## src/rtl/frg_pkg.sv

```systemverilog
package frg_pkg;

    // field width of numerator and denominator, two's complement
    localparam int VALUE_WIDTH = 32;
    localparam int MAG_W       = VALUE_WIDTH - 1;
    localparam int CNT_W       = $clog2(VALUE_WIDTH);
    localparam int PC_W        = 5;

    typedef struct packed {
        logic signed [VALUE_WIDTH-1:0] numerator_in;
        logic signed [VALUE_WIDTH-1:0] denominator_in;
    } item_t;

    typedef struct packed {
        logic signed [VALUE_WIDTH-1:0] numerator_out;
        logic signed [VALUE_WIDTH-1:0] denominator_out;
        logic        [MAG_W-1:0]       common_divisor;
    } result_t;

    // datapath operations
    typedef enum logic [3:0] {
        OP_NOP,
        OP_LOAD,
        OP_HALVE_AB,
        OP_HALVE_A,
        OP_HALVE_B,
        OP_SUB,
        OP_DIV_NUM_START,
        OP_DIV_STEP,
        OP_DIV_DEN_START,
        OP_SAVE_DEN,
        OP_EMIT
    } op_t;

    // jump conditions
    typedef enum logic [3:0] {
        C_ALWAYS,
        C_NO_INPUT,
        C_NOT_POS,
        C_ANY_ODD,
        C_A_ODD,
        C_B_ODD,
        C_B_NONZERO,
        C_DIV_MORE,
        C_OUT_FREE
    } cond_t;

    typedef struct packed {
        op_t             op;
        cond_t           cond;
        logic [PC_W-1:0] target;
    } ctrl_word_t;

    // datapath flags seen by the sequencer
    typedef struct packed {
        logic no_input;
        logic not_pos;
        logic any_odd;
        logic a_odd;
        logic b_odd;
        logic b_nonzero;
        logic div_more;
        logic out_free;
    } status_t;

    // program labels
    localparam logic [PC_W-1:0] L_IDLE      = PC_W'(0);
    localparam logic [PC_W-1:0] L_CHECK     = PC_W'(1);
    localparam logic [PC_W-1:0] L_TWOS      = PC_W'(2);
    localparam logic [PC_W-1:0] L_TWOS_DO   = PC_W'(3);
    localparam logic [PC_W-1:0] L_A_EVEN    = PC_W'(4);
    localparam logic [PC_W-1:0] L_A_DO      = PC_W'(5);
    localparam logic [PC_W-1:0] L_B_EVEN    = PC_W'(6);
    localparam logic [PC_W-1:0] L_B_DO      = PC_W'(7);
    localparam logic [PC_W-1:0] L_SUB       = PC_W'(8);
    localparam logic [PC_W-1:0] L_SUB_TEST  = PC_W'(9);
    localparam logic [PC_W-1:0] L_DIV_NUM   = PC_W'(10);
    localparam logic [PC_W-1:0] L_NUM_LOOP  = PC_W'(11);
    localparam logic [PC_W-1:0] L_DIV_DEN   = PC_W'(12);
    localparam logic [PC_W-1:0] L_DEN_LOOP  = PC_W'(13);
    localparam logic [PC_W-1:0] L_SAVE_DEN  = PC_W'(14);
    localparam logic [PC_W-1:0] L_EMIT      = PC_W'(15);
    localparam logic [PC_W-1:0] L_EMIT_WAIT = PC_W'(16);

    // microprogram: binary gcd, then two restoring divisions by the gcd
    function automatic ctrl_word_t frg_rom(input logic [PC_W-1:0] pc);
        ctrl_word_t w;
        w = '{op: OP_NOP, cond: C_ALWAYS, target: L_IDLE};
        case (pc)
            L_IDLE:      w = '{op: OP_LOAD,          cond: C_NO_INPUT,  target: L_IDLE};
            L_CHECK:     w = '{op: OP_NOP,           cond: C_NOT_POS,   target: L_EMIT};
            L_TWOS:      w = '{op: OP_NOP,           cond: C_ANY_ODD,   target: L_A_EVEN};
            L_TWOS_DO:   w = '{op: OP_HALVE_AB,      cond: C_ALWAYS,    target: L_TWOS};
            L_A_EVEN:    w = '{op: OP_NOP,           cond: C_A_ODD,     target: L_B_EVEN};
            L_A_DO:      w = '{op: OP_HALVE_A,       cond: C_ALWAYS,    target: L_A_EVEN};
            L_B_EVEN:    w = '{op: OP_NOP,           cond: C_B_ODD,     target: L_SUB};
            L_B_DO:      w = '{op: OP_HALVE_B,       cond: C_ALWAYS,    target: L_B_EVEN};
            L_SUB:       w = '{op: OP_SUB,           cond: C_ALWAYS,    target: L_SUB_TEST};
            L_SUB_TEST:  w = '{op: OP_NOP,           cond: C_B_NONZERO, target: L_B_EVEN};
            L_DIV_NUM:   w = '{op: OP_DIV_NUM_START, cond: C_ALWAYS,    target: L_NUM_LOOP};
            L_NUM_LOOP:  w = '{op: OP_DIV_STEP,      cond: C_DIV_MORE,  target: L_NUM_LOOP};
            L_DIV_DEN:   w = '{op: OP_DIV_DEN_START, cond: C_ALWAYS,    target: L_DEN_LOOP};
            L_DEN_LOOP:  w = '{op: OP_DIV_STEP,      cond: C_DIV_MORE,  target: L_DEN_LOOP};
            L_SAVE_DEN:  w = '{op: OP_SAVE_DEN,      cond: C_ALWAYS,    target: L_EMIT};
            L_EMIT:      w = '{op: OP_EMIT,          cond: C_OUT_FREE,  target: L_IDLE};
            L_EMIT_WAIT: w = '{op: OP_NOP,           cond: C_ALWAYS,    target: L_EMIT};
            default:     w = '{op: OP_NOP,           cond: C_ALWAYS,    target: L_IDLE};
        endcase
        return w;
    endfunction

endpackage

```

## src/rtl/fraction_reduce_by_gcd.sv

```systemverilog
// Reduces one signed fraction to lowest terms and reports the divisor taken out.
// When both values are positive the gcd is found by a binary (shift and subtract)
// loop and both values are divided by it with a shared restoring divider, one
// quotient bit per cycle; otherwise the pair passes through with divisor 1.
// One item is worked at a time under a small microprogram. The gcd loop is data
// dependent, with at most about 2*VALUE_WIDTH subtracts and 2*VALUE_WIDTH halvings.
// A new item is taken while the previous result still waits in the output
// register. A full output register holds the finished item in place until the
// register frees up.
module fraction_reduce_by_gcd (
    input  logic             clk,
    input  logic             rst_n,
    input  logic             item_valid,
    output logic             item_ready,
    input  frg_pkg::item_t   item,
    output logic             result_valid,
    input  logic             result_ready,
    output frg_pkg::result_t result
);

    localparam int W  = frg_pkg::VALUE_WIDTH;
    localparam int MW = frg_pkg::MAG_W;
    localparam int CW = frg_pkg::CNT_W;

    frg_pkg::ctrl_word_t ctrl;
    frg_pkg::status_t    status;

    logic signed [W-1:0] num_reg;
    logic signed [W-1:0] den_reg;
    logic [MW-1:0]       a_reg;
    logic [MW-1:0]       b_reg;
    logic [CW-1:0]       k_reg;
    logic [MW-1:0]       g_reg;
    logic [MW-1:0]       quo_reg;
    logic [MW-1:0]       rem_reg;
    logic [CW-1:0]       cnt_reg;
    logic                result_valid_reg;
    frg_pkg::result_t    result_reg;

    logic                out_free;
    logic [MW:0]         rem_shift;
    logic [MW:0]         rem_diff;
    logic                a_gt_b;

    frg_sequencer u_seq (
        .clk    (clk),
        .rst_n  (rst_n),
        .status (status),
        .ctrl   (ctrl)
    );

    // handshake
    assign item_ready   = (ctrl.op == frg_pkg::OP_LOAD);
    assign result_valid = result_valid_reg;
    assign result       = result_reg;
    assign out_free     = !result_valid_reg || result_ready;

    // divider step and gcd compare
    assign rem_shift = {rem_reg, quo_reg[MW-1]};
    assign rem_diff  = rem_shift - {1'b0, g_reg};
    assign a_gt_b    = (a_reg > b_reg);

    // flags for the sequencer
    always_comb
    begin
        status.no_input  = !item_valid;
        status.not_pos   = num_reg[W-1] || den_reg[W-1] || (num_reg == '0) || (den_reg == '0);
        status.any_odd   = a_reg[0] || b_reg[0];
        status.a_odd     = a_reg[0];
        status.b_odd     = b_reg[0];
        status.b_nonzero = (b_reg != '0);
        status.div_more  = (cnt_reg != CW'(1));
        status.out_free  = out_free;
    end

    // datapath
    always_ff @(posedge clk)
    begin
        case (ctrl.op)
            frg_pkg::OP_LOAD:
            begin
                num_reg <= item.numerator_in;
                den_reg <= item.denominator_in;
                a_reg   <= item.numerator_in[MW-1:0];
                b_reg   <= item.denominator_in[MW-1:0];
                k_reg   <= '0;
                g_reg   <= MW'(1);
            end
            frg_pkg::OP_HALVE_AB:
            begin
                a_reg <= a_reg >> 1;
                b_reg <= b_reg >> 1;
                k_reg <= k_reg + 1'b1;
            end
            frg_pkg::OP_HALVE_A:
            begin
                a_reg <= a_reg >> 1;
            end
            frg_pkg::OP_HALVE_B:
            begin
                b_reg <= b_reg >> 1;
            end
            frg_pkg::OP_SUB:
            begin
                if (a_gt_b)
                begin
                    a_reg <= b_reg;
                    b_reg <= a_reg - b_reg;
                end
                else
                begin
                    b_reg <= b_reg - a_reg;
                end
            end
            frg_pkg::OP_DIV_NUM_START:
            begin
                g_reg   <= a_reg << k_reg;
                quo_reg <= num_reg[MW-1:0];
                rem_reg <= '0;
                cnt_reg <= CW'(MW);
            end
            frg_pkg::OP_DIV_STEP:
            begin
                if (!rem_diff[MW])
                begin
                    rem_reg <= rem_diff[MW-1:0];
                    quo_reg <= {quo_reg[MW-2:0], 1'b1};
                end
                else
                begin
                    rem_reg <= rem_shift[MW-1:0];
                    quo_reg <= {quo_reg[MW-2:0], 1'b0};
                end
                cnt_reg <= cnt_reg - 1'b1;
            end
            frg_pkg::OP_DIV_DEN_START:
            begin
                num_reg <= {1'b0, quo_reg};
                quo_reg <= den_reg[MW-1:0];
                rem_reg <= '0;
                cnt_reg <= CW'(MW);
            end
            frg_pkg::OP_SAVE_DEN:
            begin
                den_reg <= {1'b0, quo_reg};
            end
            frg_pkg::OP_EMIT:
            begin
                if (out_free)
                begin
                    result_reg.numerator_out   <= num_reg;
                    result_reg.denominator_out <= den_reg;
                    result_reg.common_divisor  <= g_reg;
                end
            end
            default:
            begin
            end
        endcase
    end

    // output item valid
    always_ff @(posedge clk or negedge rst_n)
    begin
        if (!rst_n)
        begin
            result_valid_reg <= 1'b0;
        end
        else if (ctrl.op == frg_pkg::OP_EMIT && out_free)
        begin
            result_valid_reg <= 1'b1;
        end
        else if (result_ready)
        begin
            result_valid_reg <= 1'b0;
        end
    end

endmodule

```

## src/rtl/frg_sequencer.sv

```systemverilog
module frg_sequencer (
    input  logic                clk,
    input  logic                rst_n,
    input  frg_pkg::status_t    status,
    output frg_pkg::ctrl_word_t ctrl
);

    logic [frg_pkg::PC_W-1:0] pc_reg;
    logic [frg_pkg::PC_W-1:0] pc_next;
    logic                     take;

    // control word for the current step
    assign ctrl = frg_pkg::frg_rom(pc_reg);

    // jump condition select
    always_comb
    begin
        case (ctrl.cond)
            frg_pkg::C_ALWAYS:    take = 1'b1;
            frg_pkg::C_NO_INPUT:  take = status.no_input;
            frg_pkg::C_NOT_POS:   take = status.not_pos;
            frg_pkg::C_ANY_ODD:   take = status.any_odd;
            frg_pkg::C_A_ODD:     take = status.a_odd;
            frg_pkg::C_B_ODD:     take = status.b_odd;
            frg_pkg::C_B_NONZERO: take = status.b_nonzero;
            frg_pkg::C_DIV_MORE:  take = status.div_more;
            frg_pkg::C_OUT_FREE:  take = status.out_free;
            default:              take = 1'b0;
        endcase
        pc_next = take ? ctrl.target : pc_reg + 1'b1;
    end

    // step counter
    always_ff @(posedge clk or negedge rst_n)
    begin
        if (!rst_n)
        begin
            pc_reg <= frg_pkg::L_IDLE;
        end
        else
        begin
            pc_reg <= pc_next;
        end
    end

endmodule
```

## config.mk

```make
export PLATFORM = sky130hd
export DESIGN_NAME = fraction_reduce_by_gcd
export DESIGN_NICKNAME = d
export VERILOG_FILES = /design/src/rtl/frg_pkg.sv /design/src/rtl/fraction_reduce_by_gcd.sv /design/src/rtl/frg_sequencer.sv
export SDC_FILE = /design/constraint.sdc
export NUM_CORES = 1
export LEC_CHECK = 0
export CAP_MARGIN = 20
export CORE_UTILIZATION = 65
export CTS_CLUSTER_SIZE = 24
export DETAILED_ROUTE_END_ITERATION = 10
export DONT_BUFFER_PORTS = 1
export HOLD_SLACK_MARGIN = 0.08
export PLACE_DENSITY = 0.81
export SLEW_MARGIN = 20
export SYNTH_ARGS = -nofsm -noshare
export SYNTH_HDL_FRONTEND = slang
export SYNTH_HIERARCHICAL = 1
export SYNTH_SLANG_ARGS = --single-unit
```

## constraint.sdc

```tcl
create_clock -name clk -period 7.65 [get_ports clk]
set_clock_uncertainty 0.05 [all_clocks]
set_input_delay 1.53 -clock clk [delete_from_list [all_inputs] [get_ports clk]]
set_output_delay 1.53 -clock clk [all_outputs]
set_load 0.005 [all_outputs]
```

; Word-level counts from Yosys, hierarchy flattened
; Memories as Yosys holds them, arrays and structs flattened.
; Cells that the tools add are included.
[op_classes]
addsub = 6
order_cmp = 1
n_eq_ne = 20
shifts = 1
muxes = 17
reduce_logical = 26
[op_table]
columns = cell, count
row1 = $pmux 31 s3, 3
row2 = $pmux 32 s2, 2
row3 = $pmux 31 s2, 2
row4 = $mux 31, 3
row5 = $logic_not 32->1, 2
row6 = $sub 31x31->31, 2
row7 = $eq 4x3->1 const B, 8
row8 = $sub 32x31->32, 1
row9 = $gt 31x31->1, 1
row10 = $reduce_bool 31->1, 1
row11 = $shl 31x5->31, 1
row12 = $pmux 5 s2, 2
row13 = $eq 4x2->1 const B, 4
row14 = $eq 4x4->1 const B, 4
row15 = $reduce_bool 2->1, 6
row16 = $add 5x1->5 const B, 2
row17 = $pmux 1 s9, 1
row18 = $reduce_bool 3->1, 3
row19 = $eq 4x1->1 const B, 2
row20 = $reduce_or 2->1, 3
row21 = $logic_or 1x1->1, 5
row22 = $mux 5, 1
row23 = $ne 5x1->1 const B, 1
row24 = $sub 5x1->5 const B, 1
row25 = 6 further kinds, 10
[word_totals]
regBits = 330
rom_bits = 384
input_bits = 68
output_inout_bits = 97
elab_cells = 86
memories = 1
[memory_table]
columns = name, words, word_bits, rd, rd_clocked_by_memory_dff, wr, line_no
row1 = (no name shown), 32, 12, 1, 0, 0, frg_pkg.sv:89  ; case (pc)

; Logic depth before layout (Yosys ltp)
; Gate-level depths: netlist of run 1.
[depth]
depth_word = 5
depth_mapped = 15
mapped_depth_nobuf = 14

; Hierarchy
; Netlist of run 1, hierarchy kept.
[modules_own_cells]
columns = mod, n_inst, cells_per_inst, area_per_inst_um2, seq_area_each_um2
row1 = fraction_reduce_by_gcd, 1, 1823, 19545.0, 9754.4
row2 = frg_sequencer, 1, 99, 808.3, 125.1

; Worst setup path before layout of run 1
; OpenSTA, ideal clock, no wires.
[synth_path]
path_type = reg-to-reg
from = register u_seq/pc_reg[0] (netlist bit)
to = register result_reg, in the netlist result[0], enable pin
setup_ns = 0.560
t_arrival_ns = 6.034
required_time_ns = 7.040
slack_ns = 1.006
stages_incl_launch_ff = 10
path_buffers = 2
period_less_slack_ns = 6.644
path_cell_list = dfrtp_1 -> clkbuf_4 -> inv_1 -> ha_1 -> inv_1 -> a211oi_1 -> a211oi_1 -> clkbuf_1 -> nand4bb_1 -> nor2b_1
[synth_rtl]
columns = element, line_no
row1 = "start, declared", frg_sequencer.sv:8  ; logic [frg_pkg::PC_W-1:0] pc_reg;
row2 = "start signal, assigned", frg_sequencer.sv:38  ; pc_reg <= frg_pkg::L_IDLE;
row3 = "start signal, assigned", frg_sequencer.sv:42  ; pc_reg <= pc_next;
row4 = "end, declared", fraction_reduce_by_gcd.sv:38  ; frg_pkg::result_t result_reg;

==> results.yml, run 1 <==
outcome:
  outcome: "completed"
layout:
  drive_above_1_share_pct: 10.2
  syn_to_final_growth_pct: 6.30
  largest_register_ffs: 95
  nets: 2042
setup_path:
  arrival_ns: 4.99
  critPathMaxFanout: 67
  cp-start-kind: "flip-flop"
  crit_family: "buffers and inverters"
  critical_path.max_stage_delay_ns: 0.66
  critPathBufInv: 6
  reg2reg_depth: 12
  crit_top_cell: "buf_4"
  path_cells: "inv_1 > ha_1 > inv_1 > a211oi_1 > a211oi_1 > buf_4 > nor4b_2 > buf_4 > nor2_2 > buf_4 > nand2_2 > buf_4"
  endpoint_kind: "flip-flop"
  critPathSlowestCell: "buf_4"
  crit_cells: 12
  worst_ep_required_time_ns: 7.75
  rrSetupSlack_ns: 2.76
  crit_type: "reg2reg"
detailed_routing:
  ant_nets: 0
  dr_wl_met3_mm: 4.84
  drt-total-wl_mm: 56.0
  drtIter0Drc: 1860
  drt-pass1-iter-count: 6
  route.detailed.drc: 0
  wl_met1_mm: 22.5
  maxUsedRoutingLayer: "met4"
  dr_wl_met2_mm: 26.7
  wire_per_inst_um: 24.5
  routed_via_density: 6.78
  vias: 15500
grt:
  grt_overflow_total: 0
  grt_antenna_before_repair: 2
  grt_max_degree: 68
  grt_pass1_vias: 14600
  grtUsageTotal_pct: 35.3
  grt_pass1_wl_mm: 85.4
clock_tree:
  path_clk_slew_ns: 0.06
  cts_sinks: 330
  cts_post_setup_buffers_inserted: 0
  clock_latency_ns: 0.52
  cts-resized-gates: 0
  ctsHoldBuffers: 0
  clk_path_buf_depth: 3
  cts_tree: "built"
  cts_buffers: 36
  cts_root_buffer: "clkbuf_16"
  htreeDepth: 2
worst_hold_path:
  hold_depth: 0
  hold_class: "reg2reg"
sta:
  fin_tns_setup_ns: 0
  post-route-period-util_pct: 63.9
  grt_setup_unrepaired: "false"
  setup_viol: 0
  max_slew_margin_pct: 30.1
  hold_viol: 0
  worst_pin_slew_ns: 1.05
  fmax_mhz: 205
  maxSlewViolCount: 0
  fin_crit_ns: 4.89
yosys:
  yosysWarnings: 6
  syn_inst: 1920
  netlist_area_mm2: 0.0203
  synth_area_per_cell_um2: 10.6
  synth_nets: 2094
die:
  ios: 165
  row_count: 64
  core-area_mm2: 0.0307
  die_area_mm2: 0.0320
  die_y_um: 179
  die-width_um: 179
  initial_core_util_pct: 66.3
place:
  io_buffers: 0
  place_hpwl_mm: 40.9
  gp_congestion: 0.933
run:
  cap_violations: 0
-- area by class of cell --
cell class | count | area [um^2]
tap | 396 | 495
sequential | 330 | 9880
inverter | 131 | 492
clock inverter | 12 | 131
clock buffer | 46 | 938
fill | 2190 | 9040
timing repair buffer | 21 | 158
multi-input combinational | 1348 | 9520
antenna | 5 | 12.5
-- path summary, 6_finish.rpt --
kind | endpoint | startpoint
worst min-delay path | result[22]$_DFFE_PP_ | g_reg[22]$_SDFFCE_PN0P_
max in group asynchronous | result_valid$_DFFE_PN0P_ | rst_n
worst max register to register | rem_reg[28]$_SDFFCE_PP0P_ | u_seq/pc_reg[0]$_DFF_PN0_
worst max-delay path | rem_reg[28]$_SDFFCE_PP0P_ | u_seq/pc_reg[0]$_DFF_PN0_
min in group asynchronous | u_seq/pc_reg[0]$_DFF_PN0_ | rst_n
worst min register to register | result[22]$_DFFE_PP_ | g_reg[22]$_SDFFCE_PN0P_
-- placed cells by master, fill, tap and decap left out, types with 59 or more instances in the layout --
| master | n |
|---|---|
| mux2_2 | 68 |
| edfxtp_1 | 324 |
| inv_1 | 129 |
| a22oi_1 | 65 |
| o21ai_0 | 104 |
| nand2_1 | 232 |
| a21oi_1 | 112 |
| ha_1 | 103 |
| mux2i_1 | 59 |
| nor2_1 | 124 |
-- metrics by stage --
| stage | instance area [um^2] | worst slack, ns | instances | util, % | hold slack [ns] |
|---|---|---|---|---|---|
| 6_report | 21600 | 2.76 | 2289 | 70.5 | 0.395 |
| 3_5_place_dp | 20500 | 2.89 | 2226 | 67.0 | 0.397 |
| 4_1_cts | 21600 | 2.83 | 2284 | 70.5 | 0.398 |
| 3_3_place_gp | 20500 | 2.94 | 2226 | 67.0 | 0.384 |
| 2_1_floorplan | 20300 | 1.01 | 1920 | - | 0.376 |
| 5_1_grt | 21600 | 2.48 | 2288 | 70.5 | 0.420 |
-- metal layers --
metal	track usage, %	vias to the layer above
li1	-	7031
met1	47.7	7554
met2	58.0	839
met3	5.34	106
met4	12.4	0
met5	0	-
Power of run 1 is left out: the tool's default activity adds up to more than one toggle a clock period on the data nets, which glitch-free logic cannot reach.
==> run 2: changes to the inputs <==
--- a/config.mk
+++ b/config.mk
@@ -5,6 +5,7 @@
 export SDC_FILE = /design/constraint.sdc
 export NUM_CORES = 1
 export LEC_CHECK = 0
+export ABC_AREA = 1
 export CAP_MARGIN = 20
 export CORE_UTILIZATION = 65
 export CTS_CLUSTER_SIZE = 24
==> constraint.sdc (replaced) <==
create_clock -name clk -period 5 [get_ports clk]
set_clock_uncertainty 0.05 [all_clocks]
set_input_delay 1 -clock clk [delete_from_list [all_inputs] [get_ports clk]]
set_output_delay 1 -clock clk [all_outputs]
set_load 0.005 [all_outputs]
==> run 2 against run 1 <==
  * Non-clock buffer count is 1 higher
  * Synthesized area is 10% higher
  * Final area is 10% higher
  * Maximum frequency is 29% higher
  * Final cell count is 44% higher
  * Global-route usage is 4.6 points higher
  * Core utilization is 0.12 points higher
  * Wire length is 26% higher
  * Die area is 9.9% higher
  * Clock-buffer cell count is 1 lower
  * Critical path depth is 2 higher
  * Via count is 31% higher
  * Largest cell class is now multi-input gates
  * Highest routed layer unchanged
==> results.yml, run 2 <==
die:
  row_count: 67
  die_y_um: 188
  ios: 165
  die-width_um: 188
  die_area_mm2: 0.0352
  initial_core_util_pct: 66.4
  core-area_mm2: 0.0337
setup_path:
  worst_ep_required_time_ns: 5.14
  crit_cells: 14
  critical_path.max_stage_delay_ns: 0.46
  crit_family: "simple AND/OR/NAND/NOR gates"
  path_cells: "inv_1 > ha_1 > nand2_4 > nand2_2 > a21oi_1 > nor2_1 > inv_1 > nor2_1 > inv_1 > nor3_1 > inv_1 > buf_4 > nand2_2 > buf_12"
  endpoint_kind: "flip-flop"
  crit_top_cell: "inv_1"
  reg2reg_depth: 14
  arrival_ns: 3.92
  critPathSlowestCell: "dfrtp_1"
  critPathBufInv: 6
  crit_type: "reg2reg"
  cp-start-kind: "flip-flop"
  critPathMaxFanout: 55
layout:
  drive_above_1_share_pct: 6.83
  syn_to_final_growth_pct: 6.33
  nets: 3007
  final_common_cell: "nand2_1"
  n_fill_cell: 2660
  antennaDiodeCount: 0
  mostFrequentLayoutCells: "951 x nand2_1, 404 x inv_1, 324 x edfxtp_1, 177 x nor2_1, 174 x o21ai_0"
  largest_register_ffs: 95
  final_core_util_pct: 70.6
detailed_routing:
  drt-pass1-iter-count: 6
  wire_per_inst_um: 21.3
  vias: 20300
  route.detailed.drc: 0
  routed_via_density: 6.14
  ant_nets: 0
  drtIter0Drc: 2351
  drt-total-wl_mm: 70.3
outcome:
  outcome: "completed"
clock_tree:
  path_clk_slew_ns: 0.05
  cts_post_setup_buffers_inserted: 0
  htreeDepth: 2
  clock_latency_ns: 0.54
  cts_tree: "built"
  ctsHoldBuffers: 0
  cts_sinks: 330
  cts_root_buffer: "clkbuf_16"
  cts_buffers: 36
  clk_path_buf_depth: 3
  cts-resized-gates: 0
sta:
  worst_slack_ns: 1.22
  grt_setup_unrepaired: "false"
  fin_crit_ns: 3.78
  post-route-period-util_pct: 75.6
  fmax_mhz: 265
  setup_viol: 0
  hold_viol: 0
  maxSlewViolCount: 0
  worst_pin_slew_ns: 1.16
  fin_tns_setup_ns: 0
  holdWs_ns: 0.116
  max_slew_margin_pct: 22.2
grt:
  grt_max_degree: 93
  grtUsageTotal_pct: 39.9
  grt_antenna_before_repair: 0
  grt_pass1_wl_mm: 108
  grt_pass1_vias: 19500
  grt_overflow_total: 0
yosys:
  syn_inst: 2863
  yosysWarnings: 6
  synth_area_per_cell_um2: 7.82
  synth_nets: 3037
  netlist_area_mm2: 0.0224
place:
  place_hpwl_mm: 54.4
  io_buffers: 0
  gp_congestion: 1.07
  dp_worst_setup_slack_ns: 1.37
run:
  cap_violations: 0
worst_hold_path:
  hold_class: "in2async"
-- run 2: cell types whose count changed in the layout (fill, tap and decap cells not counted), sizes merged, moves of 28 or more --
cell    change
inv       +289
nand3     +120
nand2     +769
nand3b     +28
a21o       -37
nor2       +89
o211ai     +30
o21ai      +66
xnor2      -31
a22oi      -36
mux2       -72
mux2i      -53
-- run 2: area by class of cell --
type | instances | area, um^2 | share of cell area (%)
Inverter | 420 | 1580 | 6.63
Timing Repair Buffer | 22 | 190 | 0.799
Multi-Input combinational cell | 2023 | 10500 | 44.1
Clock buffer | 45 | 956 | 4.02
Clock inverter | 17 | 138 | 0.578
Sequential cell | 330 | 9880 | 41.5
Tap cell | 448 | 561 | 2.36
-- run 2: metrics by stage --
stage	std cells	instance area, um^2
after global routing	3305	23800
after CTS	3305	23800
final	3305	23800
after global placement	3243	22700
after floorplan	2863	22400
after detailed placement	3243	22700
-- run 2: worst paths after layout --
path	end	start	slack (ns)
setup / recovery	rem_reg[6]$_SDFFCE_PP0P_	u_seq/pc_reg[1]$_DFF_PN0_	1.22
hold / removal	u_seq/pc_reg[1]$_DFF_PN0_	rst_n	0.12
setup reg to reg	rem_reg[6]$_SDFFCE_PP0P_	u_seq/pc_reg[1]$_DFF_PN0_	1.22
hold reg to reg	result[8]$_DFFE_PP_	g_reg[8]$_SDFFCE_PP0P_	0.42
max in group asynchronous	u_seq/pc_reg[0]$_DFF_PN0_	rst_n	4.72
min in group clk	result[8]$_DFFE_PP_	g_reg[8]$_SDFFCE_PP0P_	0.42
-- run 2: per-layer routing --
layer	wire, um	vias up	GRT usage [%]
li1	-	9334	-
met1	26000	9426	50.2
met2	32600	1264	64.9
met3	7140	257	7.49
met4	4540	0	22.7
met5	0	-	0
Power of run 2 is left out for the same reason.
